$ cat src/design/optimal_bst_cost_table_macros.svh
// ----------------------------------------------------------------------------
// Optimal BST cost table: assertion macros
// Shorthand for clocked, reset-qualified concurrent assertions.
// ----------------------------------------------------------------------------
`ifndef OPTIMAL_BST_COST_TABLE_MACROS_SVH
`define OPTIMAL_BST_COST_TABLE_MACROS_SVH

// Same-cycle implication, sampled on clk_i, off while rst_ni is low.
`define OBST_ASSERT_IMP(lbl, ante, cons) \
  lbl: assert property (@(posedge clk_i) disable iff (!rst_ni) (ante) |-> (cons)) \
    else $error("optimal_bst_cost_table: assertion failed");

// Next-cycle implication, sampled on clk_i, off while rst_ni is low.
`define OBST_ASSERT_NXT(lbl, ante, cons) \
  lbl: assert property (@(posedge clk_i) disable iff (!rst_ni) (ante) |=> (cons)) \
    else $error("optimal_bst_cost_table: assertion failed");

`endif

$ cat src/design/obst_pkg.sv
// ----------------------------------------------------------------------------
// Optimal BST cost table package
// Field widths, sequencer step map, jump conditions and the control store.
// ----------------------------------------------------------------------------
package obst_pkg;

  localparam int unsigned KEY_W    = 4;
  localparam int unsigned WEIGHT_W = 16;
  localparam int unsigned SUM_W    = 21;
  localparam int unsigned COST_W   = 32;

  typedef logic [KEY_W-1:0]    key_idx_t;
  typedef logic [WEIGHT_W-1:0] weight_t;
  typedef logic [SUM_W-1:0]    wsum_t;
  typedef logic [COST_W-1:0]   cost_t;

  // Control store addresses. The last step falls through to the first.
  typedef enum logic [2:0] {
    STEP_IDLE   = 3'd0,
    STEP_SEED   = 3'd1,
    STEP_FIRST  = 3'd2,
    STEP_WRD    = 3'd3,
    STEP_WLD    = 3'd4,
    STEP_EVAL   = 3'd5,
    STEP_EMIT   = 3'd6,
    STEP_BRANCH = 3'd7
  } step_e;

  // Jump to the target when the condition holds, else step on.
  typedef enum logic [2:0] {
    COND_NEXT,
    COND_WAIT_START,
    COND_SEED_MORE,
    COND_K_MORE,
    COND_OUT_BUSY,
    COND_RUN_MORE
  } cond_e;

  typedef struct packed {
    logic  seed;   // write gap weight into the diagonal of both tables
    logic  first;  // start with the single-key intervals
    logic  ws_rd;  // read weight sum of the interval minus its top key
    logic  w_ld;   // form weight sum, open the root search
    logic  eval;   // try one root, fetch the next
    logic  emit;   // store cost, present result, advance the interval
    cond_e cond;
    step_e target;
  } ucode_t;

  function automatic ucode_t ucode_rom(step_e step);
    ucode_t uw;
    uw = '{seed: 1'b0, first: 1'b0, ws_rd: 1'b0, w_ld: 1'b0, eval: 1'b0,
           emit: 1'b0, cond: COND_NEXT, target: STEP_IDLE};
    case (step)
      STEP_IDLE: begin
        uw.cond   = COND_WAIT_START;
        uw.target = STEP_IDLE;
      end
      STEP_SEED: begin
        uw.seed   = 1'b1;
        uw.cond   = COND_SEED_MORE;
        uw.target = STEP_SEED;
      end
      STEP_FIRST: begin
        uw.first = 1'b1;
      end
      STEP_WRD: begin
        uw.ws_rd = 1'b1;
      end
      STEP_WLD: begin
        uw.w_ld = 1'b1;
      end
      STEP_EVAL: begin
        uw.eval   = 1'b1;
        uw.cond   = COND_K_MORE;
        uw.target = STEP_EVAL;
      end
      STEP_EMIT: begin
        uw.emit   = 1'b1;
        uw.cond   = COND_OUT_BUSY;
        uw.target = STEP_EMIT;
      end
      STEP_BRANCH: begin
        uw.cond   = COND_RUN_MORE;
        uw.target = STEP_WRD;
      end
      default: begin
        uw.cond   = COND_NEXT;
      end
    endcase
    return uw;
  endfunction

endpackage

$ cat src/design/optimal_bst_cost_table.sv
// ----------------------------------------------------------------------------
// Optimal binary search tree cost table
// Load items write one slot each (key and gap weight, unsigned Q0.16); the
// item whose slot equals key_count also starts the dynamic programme over
// keys 1..n. Every interval [i,j] gives one result item (bounds, best root,
// expected cost), by growing length, then growing i; last_result marks [1,n].
// Both channels use valid/stall. Loads are accepted one per cycle while idle;
// in_stall_o stays high for the whole run. The EVAL step tries one root per
// cycle through the two read ports of the cost memory. A stall on the output
// holds the EMIT step; the output register lets the last result wait while
// new loads are taken. key_count is written through cfg_we_i/cfg_wdata_i;
// the user must write it only while idle; the block does not enforce it. Reset
// sets it to 5, returns the sequencer to idle and drops any pending result.
// Weight and table memories are not cleared by reset.
// ----------------------------------------------------------------------------
`include "optimal_bst_cost_table_macros.svh"

module optimal_bst_cost_table #(
  parameter int unsigned MAX_KEYS = 8
) (
  input  logic              clk_i,
  input  logic              rst_ni,
  // configuration: key_count
  input  logic              cfg_we_i,
  input  obst_pkg::key_idx_t cfg_wdata_i,
  // load channel
  input  logic              in_valid_i,
  output logic              in_stall_o,
  input  obst_pkg::key_idx_t slot_index_i,
  input  obst_pkg::weight_t key_weight_i,
  input  obst_pkg::weight_t gap_weight_i,
  // result channel
  output logic              out_valid_o,
  input  logic              out_stall_i,
  output obst_pkg::key_idx_t first_key_o,
  output obst_pkg::key_idx_t final_key_o,
  output obst_pkg::key_idx_t best_root_o,
  output obst_pkg::cost_t   expected_cost_o,
  output logic              last_result_o
);
  import obst_pkg::*;

  localparam int unsigned SIDE  = MAX_KEYS + 1;
  localparam int unsigned DEPTH = SIDE * SIDE;
  localparam int unsigned AW    = $clog2(DEPTH);
  localparam int unsigned KIW   = (MAX_KEYS > 1) ? $clog2(MAX_KEYS) : 1;
  localparam int unsigned GIW   = $clog2(SIDE);
  localparam key_idx_t    MAX_KEYS_L = KEY_W'(MAX_KEYS);
  localparam key_idx_t    ONE        = KEY_W'(1);

  // Table entry (r,c), row r from 1, column c from 0.
  function automatic logic [AW-1:0] tix(key_idx_t r, key_idx_t c);
    return AW'((r - ONE) * SIDE + c);
  endfunction

  // ---------------- sequencer ----------------
  step_e    upc_q;
  ucode_t   uw;
  logic     jump;
  logic     accept, start, emit_fire;

  // ---------------- registers ----------------
  key_idx_t key_count_q;
  key_idx_t n_q, i_q, j_q, k_q, len_q, broot_q;
  wsum_t    w_q, ws_rd_q;
  cost_t    best_q, rd_a_q, rd_b_q;

  weight_t  key_w_q [MAX_KEYS];
  weight_t  gap_w_q [SIDE];
  wsum_t    ws_mem  [DEPTH];
  cost_t    cost_mem[DEPTH];

  logic     out_valid_q, last_q;
  key_idx_t first_q, final_q, root_q;
  cost_t    cost_out_q;

  // ---------------- datapath signals ----------------
  key_idx_t        k_rd;
  logic [AW-1:0]   rd_a_addr, rd_b_addr, wr_addr;
  wsum_t           w_d;
  logic [COST_W+1:0] trial_full;
  cost_t           trial;
  weight_t         seed_gap;

  assign uw        = ucode_rom(upc_q);
  assign in_stall_o = (upc_q != STEP_IDLE);
  assign accept    = in_valid_i && !in_stall_o;
  assign start     = accept && (slot_index_i == key_count_q) &&
                     (key_count_q >= ONE) && (key_count_q <= MAX_KEYS_L);
  assign emit_fire = uw.emit && !(out_valid_q && out_stall_i);

  always_comb begin
    case (uw.cond)
      COND_NEXT:       jump = 1'b0;
      COND_WAIT_START: jump = !start;
      COND_SEED_MORE:  jump = (i_q != n_q + ONE);
      COND_K_MORE:     jump = (k_q != j_q);
      COND_OUT_BUSY:   jump = out_valid_q && out_stall_i;
      COND_RUN_MORE:   jump = (len_q <= n_q);
      default:         jump = 1'b0;
    endcase
  end

  // The step counter wraps from the branch step back to idle.
  always_ff @(posedge clk_i or negedge rst_ni) begin
    if (!rst_ni) begin
      upc_q <= STEP_IDLE;
    end else if (jump) begin
      upc_q <= uw.target;
    end else begin
      upc_q <= step_e'(upc_q + 3'd1);
    end
  end

  always_ff @(posedge clk_i or negedge rst_ni) begin
    if (!rst_ni) begin
      key_count_q <= KEY_W'(5);
    end else if (cfg_we_i) begin
      key_count_q <= cfg_wdata_i;
    end
  end

  // Load slots; slots beyond the table are dropped.
  always_ff @(posedge clk_i) begin
    if (accept && (slot_index_i <= MAX_KEYS_L)) begin
      if (slot_index_i >= ONE) begin
        key_w_q[KIW'(slot_index_i - ONE)] <= key_weight_i;
      end
      gap_w_q[GIW'(slot_index_i)] <= gap_weight_i;
    end
  end

  // ---------------- addresses and arithmetic ----------------
  assign k_rd      = uw.w_ld ? i_q : k_q + ONE;
  assign rd_a_addr = tix(i_q, k_rd - ONE);
  assign rd_b_addr = tix(k_rd + ONE, j_q);
  assign wr_addr   = uw.seed ? tix(i_q, i_q - ONE) : tix(i_q, j_q);
  assign seed_gap  = gap_w_q[GIW'(i_q - ONE)];
  assign w_d       = ws_rd_q + SUM_W'(key_w_q[KIW'(j_q - ONE)]) +
                     SUM_W'(gap_w_q[GIW'(j_q)]);
  assign trial_full = {2'b00, rd_a_q} + {2'b00, rd_b_q} + (COST_W + 2)'(w_q);
  assign trial     = (|trial_full[COST_W+1:COST_W]) ? '1 : trial_full[COST_W-1:0];

  // Weight sum memory: one write, one registered read.
  always_ff @(posedge clk_i) begin
    if (uw.seed) begin
      ws_mem[wr_addr] <= SUM_W'(seed_gap);
    end else if (uw.w_ld) begin
      ws_mem[wr_addr] <= w_d;
    end
    if (uw.ws_rd) begin
      ws_rd_q <= ws_mem[tix(i_q, j_q - ONE)];
    end
  end

  // Cost memory: one write, two registered reads for the two subtrees.
  always_ff @(posedge clk_i) begin
    if (uw.seed) begin
      cost_mem[wr_addr] <= COST_W'(seed_gap);
    end else if (emit_fire) begin
      cost_mem[wr_addr] <= best_q;
    end
    if (uw.w_ld || uw.eval) begin
      rd_a_q <= cost_mem[rd_a_addr];
      rd_b_q <= cost_mem[rd_b_addr];
    end
  end

  // Interval indices, root search.
  always_ff @(posedge clk_i) begin
    if (start) begin
      n_q <= key_count_q;
      i_q <= ONE;
    end
    if (uw.seed) begin
      i_q <= i_q + ONE;
    end
    if (uw.first) begin
      len_q <= ONE;
      i_q   <= ONE;
      j_q   <= ONE;
    end
    if (uw.w_ld) begin
      w_q     <= w_d;
      k_q     <= i_q;
      best_q  <= '1;
      broot_q <= i_q;
    end
    if (uw.eval) begin
      // strict compare keeps the lowest root on ties
      if (trial < best_q) begin
        best_q  <= trial;
        broot_q <= k_q;
      end
      k_q <= k_q + ONE;
    end
    if (emit_fire) begin
      if (j_q == n_q) begin
        len_q <= len_q + ONE;
        i_q   <= ONE;
        j_q   <= len_q + ONE;
      end else begin
        i_q <= i_q + ONE;
        j_q <= j_q + ONE;
      end
    end
  end

  // ---------------- output register ----------------
  always_ff @(posedge clk_i or negedge rst_ni) begin
    if (!rst_ni) begin
      out_valid_q <= 1'b0;
    end else if (emit_fire) begin
      out_valid_q <= 1'b1;
    end else if (!out_stall_i) begin
      out_valid_q <= 1'b0;
    end
  end

  always_ff @(posedge clk_i) begin
    if (emit_fire) begin
      first_q    <= i_q;
      final_q    <= j_q;
      root_q     <= broot_q;
      cost_out_q <= best_q;
      last_q     <= (i_q == ONE) && (j_q == n_q);
    end
  end

  assign out_valid_o     = out_valid_q;
  assign first_key_o     = first_q;
  assign final_key_o     = final_q;
  assign best_root_o     = root_q;
  assign expected_cost_o = cost_out_q;
  assign last_result_o   = last_q;

  // ---------------- assertions ----------------
  `OBST_ASSERT_IMP(a_root_in_range, (upc_q == STEP_EVAL), (k_q >= i_q && k_q <= j_q))
  `OBST_ASSERT_IMP(a_emit_root_ok, emit_fire, (broot_q >= i_q && broot_q <= j_q))
  `OBST_ASSERT_NXT(a_last_to_idle, (emit_fire && i_q == ONE && j_q == n_q), ##1 (upc_q == STEP_IDLE))

endmodule
$ cat config.mk
export PLATFORM = sky130hd
export DESIGN_NAME = optimal_bst_cost_table
export DESIGN_NICKNAME = d
export VERILOG_FILES = /design/src/design/obst_pkg.sv /design/src/design/optimal_bst_cost_table.sv
export VERILOG_INCLUDE_DIRS = /design/src /design/src/design
export SDC_FILE = /design/constraint.sdc
export NUM_CORES = 2
export LEC_CHECK = 0
export BUFFER_PORTS_ARGS = -buffer_cell sky130_fd_sc_hd__buf_2
export CORE_MARGIN = 4
export CORE_UTILIZATION = 60
export DETAILED_ROUTE_END_ITERATION = 10
export PLACE_DENSITY = 0.8
export SYNTH_ARGS = -nofsm -noshare
export SYNTH_HDL_FRONTEND = slang
export SYNTH_MEMORY_MAX_BITS = 65536
export SYNTH_SLANG_ARGS = --single-unit
$ cat constraint.sdc
create_clock -name clk_i -period 12.4 [get_ports clk_i]
set_input_delay 1.86 -clock clk_i [delete_from_list [all_inputs] [get_ports clk_i]]
set_output_delay 1.86 -clock clk_i [all_outputs]
set_load 0.01 [all_outputs]
==> reports/metrics.yaml <==
cts_tree: "yes"
ff_latch_area_mm2: 0.1432
ys_warn_count: 0
ys_seq_area_share_pct: 68.34
viasPerCell: 7.814
syn_inst: 10054
die_w_um: 598.9
critPathCaptureType: "flip-flop"
cts_hold_buf: 0
timing.final.crit_share_pct: 69.31
cts_sinks: 4784
fmax_mhz: 116.4
clk_pin_slew_ps: 60
grt_pass1_vias: 120033
grt_max_degree: 144
finalNetCount: 10523
violations: "max-capacitance violations, max-slew violations"
syn_nets: 10288
post-cts-setup-buffers: 0
start_util_pct: 60.38
grt_pass1_wl_um: 921400
fillers: 19863
clock_path_buffers: 4
finalSetupTns_ps: 0
rr_startpoint: "upc_q[1]"
drc: 0
drive_above_1_share_pct: 33.31
die_h_um: 598.9
fin_skew_ps: 76.98
globalplace.congestion: 0.8930
port_buffers: 91
ios: 92
worst-setup-path-type: "flip-flop to flip-flop"
status: "complete, but fails checks"
antenna_found_initial: 54
synth_flop_cell: "edfxtp_1"
netlist_area_mm2: 0.2095
period_needed_ps: 8595
firstDrtPassIters: 8
drt_iter0_drc: 23678
setup.worst_path.start: "upc_q[1]"
synth.distinct_cells: 72
grt_overflow: 0
worstPathMaxFanout: 36
required_ps: 13080
core_mm2: 0.3470
track_usage_pct: 36.52
dpl.hpwl_um: 339700
drt_wl_total_um: 652600
yosys_register_bits: 4784
hold_class: "flip-flop to flip-flop"
cts-resized-gates: 0
rsz0062_at_grt: "no"
tightest_slew_ps: 1592
synthArstFlopShare_pct: 0.1672
die-area_mm2: 0.3587
cp-start-kind: "flip-flop"
num_vias: 119430
maxCapViolations: 1
slew_viol_final: 2
setup-violations-final: 0
final_antenna_net_count: 0
slew_headroom_pct: -7.253
syn_avg_cell_area_um2: 20.84
insertion_delay_ps: 1010
hold_viol: 0
min-delay-start: "best_q[18]"
ctsRootBufferMaster: "clkbuf_16"
cts_made_buffers: 454
multiInputGateArea_mm2: 0.06482
cp_data_arrival_time_ps: 9280
area_growth_syn_to_layout_pct: 11.05
wl_per_cell_um: 42.70
synth_edf_count: 4732
cts_htree_levels: 5
fp-row-count: 216
## metrics by stage
step / cell area, um^2 / setup WS, ps / utilization, % / hold WS [ps] / cells
after global routing: 232600 / 3548 / 67.04 / 465.2 / 15262
after detailed placement: 217600 / 4038 / 62.70 / 432.7 / 14411
after global placement: 217600 / 4121 / 62.70 / 421.6 / 14411
final: 232700 / 3805 / 67.05 / 451.8 / 15284
after CTS: 232600 / 4009 / 67.04 / 449.5 / 15260
after floorplan: 209500 / 3091 / - / 408.1 / 10054
## placed cells by master, fill, tap and decap left out, types with 99 or more instances in the layout
| cell | count |
|---|---|
| a21oi_1 | 188 |
| buf_4 | 314 |
| clkbuf_16 | 463 |
| clkinv_1 | 107 |
| edfxtp_1 | 4732 |
| ha_1 | 139 |
| inv_1 | 126 |
| mux2i_1 | 124 |
| mux4_2 | 2164 |
| nand2_1 | 691 |
| nor2_1 | 129 |
| nor2_4 | 99 |
| o21ai_0 | 153 |
## worst paths after layout
| path | to | slack [ps] | depth (start not counted) |
|---|---|---|---|
| max | rd_b_q[29] | 3810 | 22 |
| min | expected_cost_o[18] | 450 | 0 |
| max reg2reg | rd_b_q[29] | 3810 | 22 |
| min reg2reg | expected_cost_o[18] | 450 | 0 |
| max in group asynchronous | key_count_q[0] | 11390 | 1 |
| min in group asynchronous | out_valid_o | 730 | 1 |
## synth_stat cells, types with 4 or more instances
master / n / area [um^2]
ha_1: 144 / 1802
xor2_1: 44 / 385.4
fa_1: 45 / 900.9
nor2_1: 307 / 1152
buf_1: 63 / 236.5
a21oi_1: 190 / 950.9
o21a_1: 10 / 75.07
inv_1: 128 / 480.5
mux2_2: 40 / 450.4
dfxtp_1: 44 / 880.8
and3_1: 6 / 37.54
nand4_1: 10 / 62.56
xnor2_1: 58 / 508.0
clkbuf_1: 387 / 1453
o31ai_1: 4 / 30.03
mux2_4: 4 / 60.06
nor2b_1: 19 / 118.9
a31oi_1: 56 / 350.3
nor3_1: 22 / 110.1
o21bai_1: 5 / 37.54
dfrtp_1: 6 / 150.1
edfxtp_1: 4732 / 142100
o41ai_1: 4 / 35.03
o21ai_0: 184 / 920.9
a21o_1: 41 / 307.8
mux2i_1: 126 / 1261
nand2_1: 692 / 2597
and2_1: 61 / 381.6
o211ai_1: 45 / 337.8
a211oi_1: 71 / 533.0
mux4_2: 2164 / 48740
nand2b_1: 19 / 118.9
or3_1: 5 / 31.28
buf_2: 197 / 986.0
a311oi_1: 22 / 192.7
nand3_1: 46 / 230.2
## state kept, by name (all words and copies together), names as in the netlist, 21 cells and up, named ones only
signal	flops
cost_mem	2592
w_q	21
best_q	32
ws_mem	1701
key_w_q	128
ws_rd_q	21
rd_a_q	32
expected_cost_o	32
gap_w_q	144
rd_b_q	32
## critical path, stage by stage (launching register included)
cell,delay (ps)
dfrtp_1,520
inv_1,130
ha_1,240
nand2_2,80
buf_4,430
clkinv_2,650
a21boi_1,770
ha_1,370
xnor2_1,160
nor2_1,60
a31oi_1,140
nor2_1,90
xnor2_1,150
ha_1,300
ha_1,300
ha_1,310
inv_1,70
fa_4,1400
buf_4,750
mux4_2,430
mux4_2,620
nor2_1,160
a31oi_1,60
## cell type report
| cell class | count | area share [%] |
|---|---|---|
| diodes | 24 | 0.02581 |
| clock buffers | 565 | 5.178 |
| clock inverters | 284 | 1.284 |
| inverters | 128 | 0.2081 |
| multi-input cells | 4488 | 27.86 |
| flip-flops and latches | 4784 | 61.54 |
| well taps | 4578 | 2.462 |
| repair buffers | 433 | 1.450 |
## layer usage
layer | routed length [um] | global-route usage [%] | up-vias
met5 | 452 | 0.1337 | -
met4 | 44510 | 18.84 | 60
met3 | 115300 | 14.88 | 2661
met2 | 293600 | 53.81 | 12635
met1 | 198700 | 47.43 | 60989
li1 | - | - | 43085
## logic make-up after synthesis
logic type / synth area share (%)
DFF: 68.34
muxes: 24.11
and+or+nand+nor: 2.351
buffers and inverters: 1.540
AOI/OAI and AO/OA: 1.934
adders and majority gates: 1.290
xor gates and xnor gates: 0.4419
Power is not shown: default switching activity piles up to over one toggle a cycle in this logic, so the estimate is an artifact.
